File: src/rtl/core/itoa_pkg.sv
// shared types, constants and helper functions for the integer to ascii digits block
package itoa_pkg;

  localparam int unsigned NumDigits  = 20;
  localparam int unsigned DigitIdxW  = $clog2(NumDigits);
  localparam int unsigned ValueW     = 64;
  localparam int unsigned ConvSteps  = 16;
  localparam int unsigned BitsPerStep = ValueW / ConvSteps;
  localparam int unsigned StepCntW   = $clog2(ConvSteps);

  localparam logic       ModeDec   = 1'b0;
  localparam logic       ModeHex   = 1'b1;
  localparam logic [7:0] CharZero  = 8'h30;
  localparam logic [7:0] CharPlus  = 8'h2b;
  localparam logic [7:0] CharMinus = 8'h2d;
  localparam logic [7:0] CharLowA  = 8'h61;
  localparam logic [7:0] CharUpA   = 8'h41;
  localparam logic [3:0] DecRadix  = 4'd10;

  typedef struct packed {
    logic              mode;
    logic [ValueW-1:0] value;
    logic              plus_sign;
    logic              upper_case;
  } in_item_t;

  typedef struct packed {
    logic [7:0] char_out;
    logic       last;
  } out_item_t;

  typedef logic [NumDigits-1:0][3:0] digits_t;

  typedef enum logic [2:0] {
    ST_IDLE,
    ST_CONV,
    ST_COUNT,
    ST_SIGN,
    ST_DIGITS
  } state_t;

  typedef struct packed {
    logic load;
    logic conv_step;
    logic count;
    logic emit_sign;
    logic emit_digit;
  } cmd_t;

  typedef struct packed {
    logic in_mode;
    logic has_sign;
    logic out_free;
    logic idx_zero;
  } status_t;

  // one digit to its ascii character
  function automatic logic [7:0] digit_char(logic [3:0] d, logic upper);
    logic [7:0] c;
    if (d < DecRadix) begin
      c = CharZero + {4'b0, d};
    end else if (upper) begin
      c = CharUpA + {4'b0, d - DecRadix};
    end else begin
      c = CharLowA + {4'b0, d - DecRadix};
    end
    return c;
  endfunction

  // shift-and-add-3 over several input bits
  function automatic logic [NumDigits*4+ValueW-1:0] dabble(
      logic [NumDigits*4+ValueW-1:0] s);
    logic [NumDigits*4+ValueW-1:0] t;
    logic [3:0]                    d;
    t = s;
    for (int b = 0; b < BitsPerStep; b++) begin
      for (int i = 0; i < NumDigits; i++) begin
        d = t[ValueW+4*i +: 4];
        if (d >= 4'd5) begin
          t[ValueW+4*i +: 4] = d + 4'd3;
        end
      end
      t = {t[NumDigits*4+ValueW-2:0], 1'b0};
    end
    return t;
  endfunction

  // index of the most significant nonzero digit, zero when all are zero
  function automatic logic [DigitIdxW-1:0] top_digit(digits_t v);
    logic [DigitIdxW-1:0] top;
    top = '0;
    for (int i = 0; i < NumDigits; i++) begin
      if (v[i] != 4'd0) begin
        top = DigitIdxW'(i);
      end
    end
    return top;
  endfunction

endpackage

File: src/rtl/core/itoa_dp.sv
// datapath: magnitude, digit conversion, sign and character output register
module itoa_dp (
  input  logic                clk,
  input  logic                rst_n,
  input  itoa_pkg::in_item_t  in_item,
  input  itoa_pkg::cmd_t      cmd,
  output itoa_pkg::status_t   status,
  output logic                out_valid,
  input  logic                out_stall,
  output itoa_pkg::out_item_t out_item
);

  logic [itoa_pkg::ValueW-1:0]    mag_r, mag_nxt;
  itoa_pkg::digits_t              bcd_r, bcd_nxt;
  logic [itoa_pkg::DigitIdxW-1:0] idx_r, idx_nxt;
  logic                           has_sign_r, has_sign_nxt;
  logic [7:0]                     sign_char_r, sign_char_nxt;
  logic                           upper_r, upper_nxt;
  logic                           out_valid_r, out_valid_nxt;
  itoa_pkg::out_item_t            out_item_r, out_item_nxt;

  logic                           neg;
  logic [itoa_pkg::ValueW-1:0]    abs_val;
  logic [itoa_pkg::NumDigits*4+itoa_pkg::ValueW-1:0] dd;

  assign neg     = in_item.value[itoa_pkg::ValueW-1];
  assign abs_val = neg ? (~in_item.value + itoa_pkg::ValueW'(1)) : in_item.value;
  assign dd      = itoa_pkg::dabble({bcd_r, mag_r});

  always_comb begin
    mag_nxt       = mag_r;
    bcd_nxt       = bcd_r;
    idx_nxt       = idx_r;
    has_sign_nxt  = has_sign_r;
    sign_char_nxt = sign_char_r;
    upper_nxt     = upper_r;
    out_valid_nxt = out_valid_r & out_stall;
    out_item_nxt  = out_item_r;
    if (cmd.load) begin
      upper_nxt = in_item.upper_case;
      if (in_item.mode == itoa_pkg::ModeHex) begin
        mag_nxt      = '0;
        bcd_nxt      = itoa_pkg::digits_t'(in_item.value);
        has_sign_nxt = 1'b0;
      end else begin
        mag_nxt      = abs_val;
        bcd_nxt      = '0;
        has_sign_nxt = neg | in_item.plus_sign;
      end
      sign_char_nxt = neg ? itoa_pkg::CharMinus : itoa_pkg::CharPlus;
    end
    if (cmd.conv_step) begin
      bcd_nxt = dd[itoa_pkg::NumDigits*4+itoa_pkg::ValueW-1:itoa_pkg::ValueW];
      mag_nxt = dd[itoa_pkg::ValueW-1:0];
    end
    if (cmd.count) begin
      idx_nxt = itoa_pkg::top_digit(bcd_r);
    end
    if (cmd.emit_sign) begin
      out_valid_nxt         = 1'b1;
      out_item_nxt.char_out = sign_char_r;
      out_item_nxt.last     = 1'b0;
    end
    if (cmd.emit_digit) begin
      out_valid_nxt         = 1'b1;
      out_item_nxt.char_out = itoa_pkg::digit_char(bcd_r[idx_r], upper_r);
      out_item_nxt.last     = (idx_r == '0);
      idx_nxt               = idx_r - itoa_pkg::DigitIdxW'(1);
    end
  end

  always_ff @(posedge clk) begin
    if (!rst_n) begin
      out_valid_r <= 1'b0;
    end else begin
      out_valid_r <= out_valid_nxt;
    end
    mag_r       <= mag_nxt;
    bcd_r       <= bcd_nxt;
    idx_r       <= idx_nxt;
    has_sign_r  <= has_sign_nxt;
    sign_char_r <= sign_char_nxt;
    upper_r     <= upper_nxt;
    out_item_r  <= out_item_nxt;
  end

  assign status.in_mode  = in_item.mode;
  assign status.has_sign = has_sign_r;
  assign status.out_free = ~out_valid_r | ~out_stall;
  assign status.idx_zero = (idx_r == '0);

  assign out_valid = out_valid_r;
  assign out_item  = out_item_r;

endmodule

File: src/rtl/core/itoa_ctrl.sv
// controller: sequences load, conversion, digit count and character emission
module itoa_ctrl (
  input  logic              clk,
  input  logic              rst_n,
  input  logic              in_valid,
  output logic              in_stall,
  input  itoa_pkg::status_t status,
  output itoa_pkg::cmd_t    cmd
);

  itoa_pkg::state_t              state_r, state_nxt;
  logic [itoa_pkg::StepCntW-1:0] cnt_r, cnt_nxt;

  always_comb begin
    state_nxt = state_r;
    cnt_nxt   = cnt_r;
    unique case (state_r)
      itoa_pkg::ST_IDLE: begin
        cnt_nxt = '0;
        if (in_valid) begin
          state_nxt = (status.in_mode == itoa_pkg::ModeHex) ? itoa_pkg::ST_COUNT
                                                            : itoa_pkg::ST_CONV;
        end
      end
      itoa_pkg::ST_CONV: begin
        cnt_nxt = cnt_r + itoa_pkg::StepCntW'(1);
        if (cnt_r == '1) begin
          state_nxt = itoa_pkg::ST_COUNT;
        end
      end
      itoa_pkg::ST_COUNT: begin
        state_nxt = status.has_sign ? itoa_pkg::ST_SIGN : itoa_pkg::ST_DIGITS;
      end
      itoa_pkg::ST_SIGN: begin
        if (status.out_free) begin
          state_nxt = itoa_pkg::ST_DIGITS;
        end
      end
      itoa_pkg::ST_DIGITS: begin
        if (status.out_free && status.idx_zero) begin
          state_nxt = itoa_pkg::ST_IDLE;
        end
      end
      default: state_nxt = itoa_pkg::ST_IDLE;
    endcase
  end

  always_comb begin
    cmd      = '0;
    in_stall = 1'b1;
    unique case (state_r)
      itoa_pkg::ST_IDLE: begin
        in_stall = 1'b0;
        cmd.load = in_valid;
      end
      itoa_pkg::ST_CONV:   cmd.conv_step  = 1'b1;
      itoa_pkg::ST_COUNT:  cmd.count      = 1'b1;
      itoa_pkg::ST_SIGN:   cmd.emit_sign  = status.out_free;
      itoa_pkg::ST_DIGITS: cmd.emit_digit = status.out_free;
      default: ;
    endcase
  end

  always_ff @(posedge clk) begin
    if (!rst_n) begin
      state_r <= itoa_pkg::ST_IDLE;
      cnt_r   <= '0;
    end else begin
      state_r <= state_nxt;
      cnt_r   <= cnt_nxt;
    end
  end

endmodule

File: src/rtl/core/integer_to_ascii_digits.sv
// top level of the integer to ascii digits block
// Renders one 64-bit number per input transfer as ASCII characters, most significant
// first, one output transfer per character with last set on the final one. Decimal mode
// reads the value as signed and prefixes '-' (or '+' when plus_sign is set); hex mode is
// unsigned with no prefix. One number is worked on at a time: a new input transfer is
// taken only once the last character of the previous number has been handed to the
// output register. A number gives 1 to 20 characters with sign. Work goes through the
// load cycle, the shift-and-add-3 conversion (four bits a cycle, decimal mode only), the
// digit count cycle and the single output register that sends one character per cycle
// when not stalled.
module integer_to_ascii_digits (
  input  logic                clk,
  input  logic                rst_n,
  input  logic                in_valid,
  output logic                in_stall,
  input  itoa_pkg::in_item_t  in_item,
  output logic                out_valid,
  input  logic                out_stall,
  output itoa_pkg::out_item_t out_item
);

  itoa_pkg::cmd_t    cmd;
  itoa_pkg::status_t status;

  itoa_ctrl u_ctrl (
    .clk      (clk),
    .rst_n    (rst_n),
    .in_valid (in_valid),
    .in_stall (in_stall),
    .status   (status),
    .cmd      (cmd)
  );

  itoa_dp u_dp (
    .clk       (clk),
    .rst_n     (rst_n),
    .in_item   (in_item),
    .cmd       (cmd),
    .status    (status),
    .out_valid (out_valid),
    .out_stall (out_stall),
    .out_item  (out_item)
  );

`ifndef NO_ASSERTIONS
  a_busy_after_accept: assert property (@(posedge clk) disable iff (!rst_n)
    (in_valid && !in_stall) |=> in_stall)
    else $error("input taken while a number is in progress");

  a_one_emit: assert property (@(posedge clk) disable iff (!rst_n)
    $onehot0({cmd.emit_sign, cmd.emit_digit, cmd.load, cmd.conv_step, cmd.count}))
    else $error("conflicting datapath commands");

  a_no_overwrite: assert property (@(posedge clk) disable iff (!rst_n)
    (cmd.emit_sign || cmd.emit_digit) |-> !(out_valid && out_stall))
    else $error("held output overwritten");

  a_last_frees_input: assert property (@(posedge clk) disable iff (!rst_n)
    (cmd.emit_digit && status.idx_zero) |=> !in_stall)
    else $error("block not ready after final character");
`endif

endmodule
File: config.mk
export PLATFORM = sky130hd
export DESIGN_NAME = integer_to_ascii_digits
export DESIGN_NICKNAME = d
export VERILOG_FILES = /design/src/rtl/core/itoa_pkg.sv /design/src/rtl/core/itoa_dp.sv /design/src/rtl/core/itoa_ctrl.sv /design/src/rtl/core/integer_to_ascii_digits.sv
export SDC_FILE = /design/constraint.sdc
export NUM_CORES = 1
export LEC_CHECK = 0
export BUFFER_PORTS_ARGS = -buffer_cell sky130_fd_sc_hd__buf_4
export CORE_MARGIN = 1
export CORE_UTILIZATION = 55
export DETAILED_ROUTE_END_ITERATION = 8
export PLACE_DENSITY = 0.8
export SLEW_MARGIN = 20
export SYNTH_ARGS = -nofsm -noshare
export SYNTH_HDL_FRONTEND = slang
export SYNTH_SLANG_ARGS = --single-unit
File: constraint.sdc
create_clock -name clk -period 5.56 [get_ports clk]
set_input_delay 0.834 -clock clk [delete_from_list [all_inputs] [get_ports clk]]
set_output_delay 0.834 -clock clk [all_outputs]
set_load 0.05 [all_outputs]
# Word level (Yosys, flattened, before mapping)
# Cells that the tools add are included.
# W data, S select, Z words.
dict set report totals {
  ff_bits 176
  latch_bits 0
  ram_bits 0
  mem_bits_ro 0
  in_bits 71
  output_inout_bits 11
  elab_cells 373
  n_memories 0
}
dict set report classes {
  addsub 87
  mul 0
  n_div 0
  n_lt_le_gt_ge 82
  eq_ne 9
  shift 0
  n_mux 131
  bitwise_logic 6
  n_reduce_logical 27
}
# operator n
set ops {}
lappend ops {{$mux W4} 85}
lappend ops {{$ge A4 B3 Y1 const B} 80}
lappend ops {{$mux W64} 5}
lappend ops {{$add A4 B2 Y4 const B} 76}
lappend ops {{$mux W80} 2}
lappend ops {{$reduce_bool A4 Y1} 19}
lappend ops {{$add A64 B1 Y64 const B} 1}
lappend ops {{$not A64 Y64} 1}
lappend ops {{$mux W3} 14}
lappend ops {{$mux W5} 6}
lappend ops {{$bmux W4 S5} 1}
lappend ops {{$mux W9} 2}
lappend ops {{$add A7 B4 Y8 const A} 2}
lappend ops {{$mux W8} 2}
lappend ops {{$pmux W3 S5} 1}
lappend ops {{$add A3 B2 Y3 const B} 4}
lappend ops {{$mux W1} 9}
lappend ops {{$pmux W4 S2} 1}
lappend ops {{$reduce_bool A2 Y1} 4}
lappend ops {{$add A6 B4 Y7 const A} 1}
lappend ops {{$eq A3 B2 Y1 const B} 2}
lappend ops {{$lt A5 B6 Y1 const B} 1}
lappend ops {{$mux W2} 3}
lappend ops {{$ne A2 B1 Y1 const B} 3}
lappend ops {{15 further kinds} 17}

# Longest topological paths before layout
# Gate-level depths: netlist of run 1.
dict set report logic_depth {
  word_depth 22
  ltp_mapped 20
  ltp_nobuf 20
}

# Modules after synthesis
# A second synthesis of run 1 with hierarchy kept.
dict set report hier_totals {
  cells_unflattened 2311
  hier_area_um2 18710.4
}
# mod instances cells_each area_per_inst_um2 seq_area_each_um2
set by_module_without_submodules {}
lappend by_module_without_submodules {itoa_dp 1 2255 18225.0 4814.6}
lappend by_module_without_submodules {itoa_ctrl 1 56 485.5 140.1}

# Worst setup path before layout of run 1
# Ideal clock, no wire load.
dict set report synth_timing {
  kind {input-to-reg}
  startpoint {in in_valid}
  endpoint {reg u_dp.bcd_r[0] (netlist name) (enable)}
  setup_time_ns 0.493
  t_arrival_ns 3.917
  required_time_ns 5.067
  path_slack_ns 1.150
  cell_stages 4
  cell_sequence {nand3b_1 inv_1 nor2_1 inv_1}
}
# item line
set synth_rtl {}
lappend synth_rtl {{from (decl)} integer_to_ascii_digits.sv:14} ;# input logic in_valid,
lappend synth_rtl {{to (signal assigned)} itoa_dp.sv:79} ;# bcd_r <= bcd_nxt;
lappend synth_rtl {{to (decl)} itoa_dp.sv:14} ;# itoa_pkg::digits_t bcd_r, bcd_nxt;

# Worst setup path in the final report of run 1
dict set report layout_timing {
  startpoint {reg u_dp.bcd_r[72] (netlist name)}
  endpoint {reg u_dp.bcd_r[78] (netlist name) (data pin)}
}
dict set report layout_via {
  elab_chain_cells 9
  elab_cells_between_ends 19
  classes_between {6 x add/sub; 6 x order compare; 7 x mux}
}
# item line
set layout_rtl {}
lappend layout_rtl {{$add A4 B2 Y4 / $ge A4 B3 Y1 (equally long branches)} {itoa_pkg.sv:80, itoa_pkg.sv:79}}
lappend layout_rtl {{$mux W4 (*)} itoa_pkg.sv:79} ;# if (d >= 4'd5) begin
lappend layout_rtl {{$add A4 B2 Y4 (tied with other cells)} itoa_pkg.sv:80} ;# t[ValueW+4*i +: 4] = d + 4'd3;
lappend layout_rtl {{$mux W4 / $mux W3 (equally long branches)} itoa_pkg.sv:79}
lappend layout_rtl {{$add A4 B2 Y4 (tied with other cells)} itoa_pkg.sv:80}
lappend layout_rtl {{$mux W4 / $mux W3 (equally long branches)} itoa_pkg.sv:79}
lappend layout_rtl {{$ge A4 B3 Y1 / $add A3 B2 Y3 (equally long branches)} {itoa_pkg.sv:79, itoa_pkg.sv:80}}
lappend layout_rtl {{$mux W3 (*)} itoa_pkg.sv:79}
lappend layout_rtl {{$mux W80 (*)} itoa_dp.sv:52} ;# if (cmd.conv_step) begin
# Mark *: on every way between the ends. The rest lies on a longest branch, timed or not.
# A chain may end at the register's enable or synchronous reset.

==> flow_summary.yaml, run 1 <==
synthesis:
  synth.area.top_cells: "edfxtp_1 25%, o21ai_0 6.2%, ha_1 6.1%, nand2_1 5.2%, mux2i_1 4.0%"
  syn-num-nets: 2539
  synth_edf_count: 157
  synth_cells: 2376
  netlist_area_um2: 18890
  syn_avg_cell_area_um2: 7.950
  synthArstFlopShare_pct: 0
  synthTopCellsByCount: "263 x nand2_1, 233 x o21ai_0, 161 x nor2_1"
  ys_warn_count: 0
  seq_area_frac_synth_pct: 26.23
  ys_types: 85
  yosysTopAreaCell: "edfxtp_1"
  synth_flop_cell: "edfxtp_1"
  yosysMostFrequentCell: "nand2_1"
  yosysTopAreaCellShare_pct: 24.96
  ys_seq_elements: 169
floorplan:
  die_y_um: 187.3
  start_util_pct: 56.05
  rows: 67
  io_pins: 82
  die_width_um: 187.3
  die-area_um2: 35090
  core_area_um2: 33700
critical_path:
  critPathMaxFanout: 7
  critPathLaunchType: "register"
  arrival_ns: 4.83
  end_kind: "register"
  crit_type: "register to register"
  cp.required_ns: 5.77
clocking:
  cts_tree: "done"
  cts_buffer_depth: 2
  ctsHoldBuffers: 0
  clock_latency_ns: 0.45
  htree_levels: 4
  ctsResizeCount: 0
  path_clk_slew_ns: 0.07
  cts.sinks: 169
  cts_root_buf: "clkbuf_16"
  post_cts_buffers: 0
  cts_made_buffers: 17
cells_and_area:
  drive_gt1_share_pct: 8.655
  diodes: 0
  areaGrowthSynthToFinish_pct: 7.260
  seq_area_um2: 4955
  nets: 2530
  fill_cells: 2979
  multi_input_area_um2: 13070
placement:
  port_buffers: 80
  routabilityCongestion: 0.9248
  dpl.hpwl_um: 38390
detailed_routing:
  ant_nets: 0
  vias: 18770
  drtIter0Drc: 1799
  post_drt_wl_per_cell_um: 18.53
  wl_um: 52390
  drc: 0
  dr.pass1.iters: 6
  vias_per_cell: 6.637
global_routing:
  grt_use_total_pct: 29.76
  grt_pass1_wl_um: 86860
  gr-total-overflow: 0
  grt_pass1_vias: 17770
  antenna_found_initial: 0
  grt_max_degree: 105
sta:
  slew_violations: 0
  fin_worst_skew_ns: 0.01172
  hold_viol: 0
  setup_viol: 0
  relSlewSlack_pct: 31.22
  rsz0062_at_grt: "false"
  tns_ns: 0
  max_freq_ghz: 0.2161
  finalCriticalPeriod_ns: 4.628
  worst_pin_slew_ns: 1.032
  fin_crit_sh_pct: 83.23
status:
  status: "complete, no violations"
run:
  drv_cap: 0
min_path:
  hp-class: "register to register"
## cells in the final DEF, fill, tap and decap left out, types with 29 or more instances in the layout
cell type  Yosys  routed
inv_1        109     108
nand3_1       71      71
nor3_1        75      75
mux2i_1       75      75
nor2_1       161     161
o21ai_1       40      40
nand2_1      263     262
a211oi_1      54      54
buf_4          1      91
o211a_1       29      29
a211o_1       54      54
nand2b_1      43      43
xor2_1        59      59
a21oi_1      143     143
edfxtp_1     157     157
o21ai_0      233     233
and2_1        36      35
ha_1          92      92
xnor2_1       30      30
## final timing paths
| kind | startpoint | end | slack (ns) | cells past startpoint |
|---|---|---|---|---|
| max reg2reg | u_dp.bcd_r[72] | u_dp.bcd_r[78] | 0.93 | 19 |
| min reg2reg | u_dp.mag_r[2] | u_dp.mag_r[2] | 0.47 | 2 |
| max | u_dp.bcd_r[72] | u_dp.bcd_r[78] | 0.93 | 19 |
| min | u_dp.mag_r[2] | u_dp.mag_r[2] | 0.47 | 2 |
## cells by family after synthesis
group,after synthesis,share of synthesized area [%]
compound gates,858,30.20
xor+xnor,89,4.127
fa+ha+maj,92,6.094
buf+inv,228,4.597
flops,169,26.23
mux,110,7.266
other cells,1,0.01985
simple gates,829,21.47
## cell type report
class | count | share of cell area, %
multi-input cells | 1979 | 64.52
well taps | 448 | 2.767
flip-flops and latches | 169 | 24.45
clock inverters | 15 | 0.7472
clock buffers | 17 | 2.100
inverters | 109 | 2.044
repair buffers | 91 | 3.372
## stage by stage
stage,cells,worst slack [ns],hold slack (ns),area (µm²),util (%)
after floorplan,2376,1.150,0.4249,18890,-
after global placement,2796,1.347,0.4394,19680,58.41
after detailed placement,2796,1.079,0.4535,19680,58.41
after CTS,2828,0.9709,0.4707,20260,60.12
after global routing,2828,0.6471,0.5180,20260,60.12
final,2828,0.9324,0.4685,20260,60.12
## worst max-delay path, cell delays in order, from the launching register on
cell and delay [ns]:
edfxtp_1 0.50, inv_1 0.10, ha_1 0.25, nor2b_1 0.24
nor3_1 0.08, a21oi_1 0.25, ha_1 0.28, nor2b_1 0.16
o21a_1 0.17, xnor2_1 0.20, ha_1 0.26, nor2b_1 0.22
o211ai_1 0.15, a31o_2 0.31, xnor2_1 0.29, ha_1 0.26
nand2b_1 0.07, a21boi_0 0.32, mux2i_1 0.12, and2_1 0.17
## state kept, by name, summed over array words and instances (netlist names)
name / flops
u_dp.bcd_r: 80
u_dp.mag_r: 64
u_dp.out_item: 8
u_dp.idx_r: 5
u_ctrl.cnt_r: 4
u_ctrl.state_r: 3
u_dp.sign_char_r: 2
u_dp.has_sign_r: 1
u_dp.out_valid: 1
u_dp.upper_r: 1
## layer usage
layer	vias up	GRT usage, %	share of wire, %
li1	8949	-	-
met1	8898	38.47	43
met2	790	49.64	47
met3	132	4.109	6.7
met4	0	12.83	3.4
met5	-	0	0
Power of run 1 is not shown: default switching activity piles up to over one toggle a cycle in this logic, so the estimate is an artifact.
==> inputs of run 2 (changes only) <==
- PLACE_DENSITY: 0.8 -> 0.83
- clock period: 5.56 -> 4.2 ns (I/O delays scaled with it)
==> run 2 against run 1 <==
Fmax rose by 12%. Final cell count rose by 1.6%. Clock skew rose by 0.00080 ns. Worst hold slack got worse by 0.11 ns. Via count rose by 1.9%. Sequential share of layout area fell by 0.90 points. Core utilization rose by 2.3 points. First-iteration DRC count rose by 11%. Global-route usage rose by 0.45 points.
==> flow_summary.yaml, run 2 (synthesized netlist as in run 1, its figures left out) <==
placement:
  port_buffers: 80
  dpl.hpwl_um: 39700
  routabilityCongestion: 0.9166
detailed_routing:
  drtIter0Drc: 1995
  wl_um: 55260
  drc: 0
  post_drt_wl_per_cell_um: 19.23
  dr.pass1.iters: 6
  vias: 19120
  vias_per_cell: 6.652
  ant_nets: 0
critical_path:
  cp.required_ns: 4.41
  startpoint: "u_dp.bcd_r[72]"
  slowest_delay_ns: 0.50
  worst-path-buf-inv: 2
  end_kind: "register"
  rr_startpoint: "u_dp.bcd_r[72]"
  arrival_ns: 4.33
  r2r_cells: 20
  critPathMaxFanout: 5
  path_delay_family: "compound AO/OA/AOI/OAI gates"
  cpMostUsedCell: "ha_1"
  cp.depth: 20
  crit_type: "register to register"
  path_cells: "inv_1 > ha_1 > nor2b_4 > nor3_2 > a21oi_2 > inv_1 > ha_1 > nor2b_1 > o21a_2 > xnor2_2 > ha_2 > nor2b_1 > o211ai_1 > a31o_2 > xnor2_4 > ha_1 > nand2b_1 > a21boi_2 > mux2i_1 > and2_1"
  critPathLaunchType: "register"
  worst_path_max_delay_cell: "edfxtp_1"
floorplan:
  core_area_um2: 33700
  die_width_um: 187.3
  die_y_um: 187.3
  die-area_um2: 35090
  io_pins: 82
  rows: 67
  start_util_pct: 56.05
clocking:
  path_clk_slew_ns: 0.07
  cts_buffer_depth: 2
  cts_tree: "done"
  cts.sinks: 169
  clock_latency_ns: 0.46
  cts_made_buffers: 17
  cts_root_buf: "clkbuf_16"
  htree_levels: 4
cells_and_area:
  diodes: 0
  nets: 2576
  registers.top_by_ff_count: "u_dp.bcd_r"
  layout_common_cells: "262 x nand2_1, 230 x o21ai_0, 157 x edfxtp_1, 156 x nor2_1, 137 x a21oi_1"
  multi_input_area_um2: 13450
  final_common_cell: "nand2_1"
  fin_util_pct: 62.41
  seq_area_um2: 4955
  fill_cells: 2817
  largest_register_ffs: 80
  areaGrowthSynthToFinish_pct: 11.34
  drive_gt1_share_pct: 13.48
sta:
  max_freq_ghz: 0.2431
  fin_crit_sh_pct: 97.95
  fin_worst_skew_ns: 0.01252
  setup_viol: 0
  worst_pin_slew_ns: 0.9495
  slew_violations: 0
  finalCriticalPeriod_ns: 4.114
  relSlewSlack_pct: 36.47
  hold_viol: 0
global_routing:
  gr-total-overflow: 0
  grt_pass1_wl_um: 87750
  grt_pass1_vias: 17780
  grt_use_total_pct: 30.21
  antenna_found_initial: 0
  grt_max_degree: 68
run:
  drv_cap: 0
min_path:
  hp-start: "in_item[0]"
  hp-class: "input pin to register"
  whs_path_depth: 1
status:
  status: "complete, no violations"
==> run 2: cell types whose count changed in the layout (fill, tap and decap cells not counted), sizes merged <==
cell / previous run / this run
clkinv: 7 / 6
inv: 112 / 111
clkinvlp: 3 / 4
bufinv: 2 / 3
buf: 91 / 137
==> run 2: worst paths after layout <==
check	slack, ns	endpoint
worst max-delay path	0.09	u_dp.bcd_r[78]
worst min-delay path	0.36	u_dp.upper_r
worst max register to register	0.09	u_dp.bcd_r[78]
worst min register to register	0.46	u_dp.mag_r[1]
==> run 2: worst register-to-register path, stage by stage, from the launching register on <==
cell and delay (ns):
edfxtp_1 0.50, inv_1 0.12, ha_1 0.20, nor2b_4 0.18, nor3_2 0.06, a21oi_2 0.22
inv_1 0.08, ha_1 0.21, nor2b_1 0.13, o21a_2 0.17, xnor2_2 0.15, ha_2 0.24
nor2b_1 0.19, o211ai_1 0.13, a31o_2 0.34, xnor2_4 0.16, ha_1 0.21, nand2b_1 0.15
a21boi_2 0.20, mux2i_1 0.10, and2_1 0.16
==> run 2: metal layers <==
layer	wire length [µm]	vias to the layer above	GRT usage, %
met5	0	-	0
met4	1969	0	12.61
met3	3999	136	4.240
met2	26270	852	50.67
met1	23010	9114	38.92
li1	-	9015	-
==> run 2: final cells by class <==
cell class                 count  area share (%)
clock buffer                  17           2.023
clock inverter                15          0.8329
inverter                     109           1.963
multi-input combinational   1979           63.95
sequential                   169           23.56
tap                          448           2.665
timing repair buffer         137           5.009
==> run 2: stage by stage <==
step | TNS [ns] | std cells | setup WS (ns) | hold slack, ns | area [µm²]
after global placement | 0 | 2827 | 0.06456 | 0.4391 | 19940
after detailed placement | -0.3239 | 2827 | -0.1316 | 0.4457 | 19940
after CTS | 0 | 2859 | 0.004761 | 0.3528 | 20570
after global routing | -0.5727 | 2874 | -0.1099 | 0.3517 | 21030
after floorplan | 0 | 2376 | 0.2428 | 0.4249 | 18890
final | 0 | 2874 | 0.08603 | 0.3590 | 21030
==> run 2: what timing repair did <==
item                       4_1_cts  5_1_grt
resized for setup                7       77
hold buffers                     0        0
setup buffers                    0       15
setup endpoints to repair        5       34
pin swaps                        0        7
Power of run 2 is left out for the same reason.
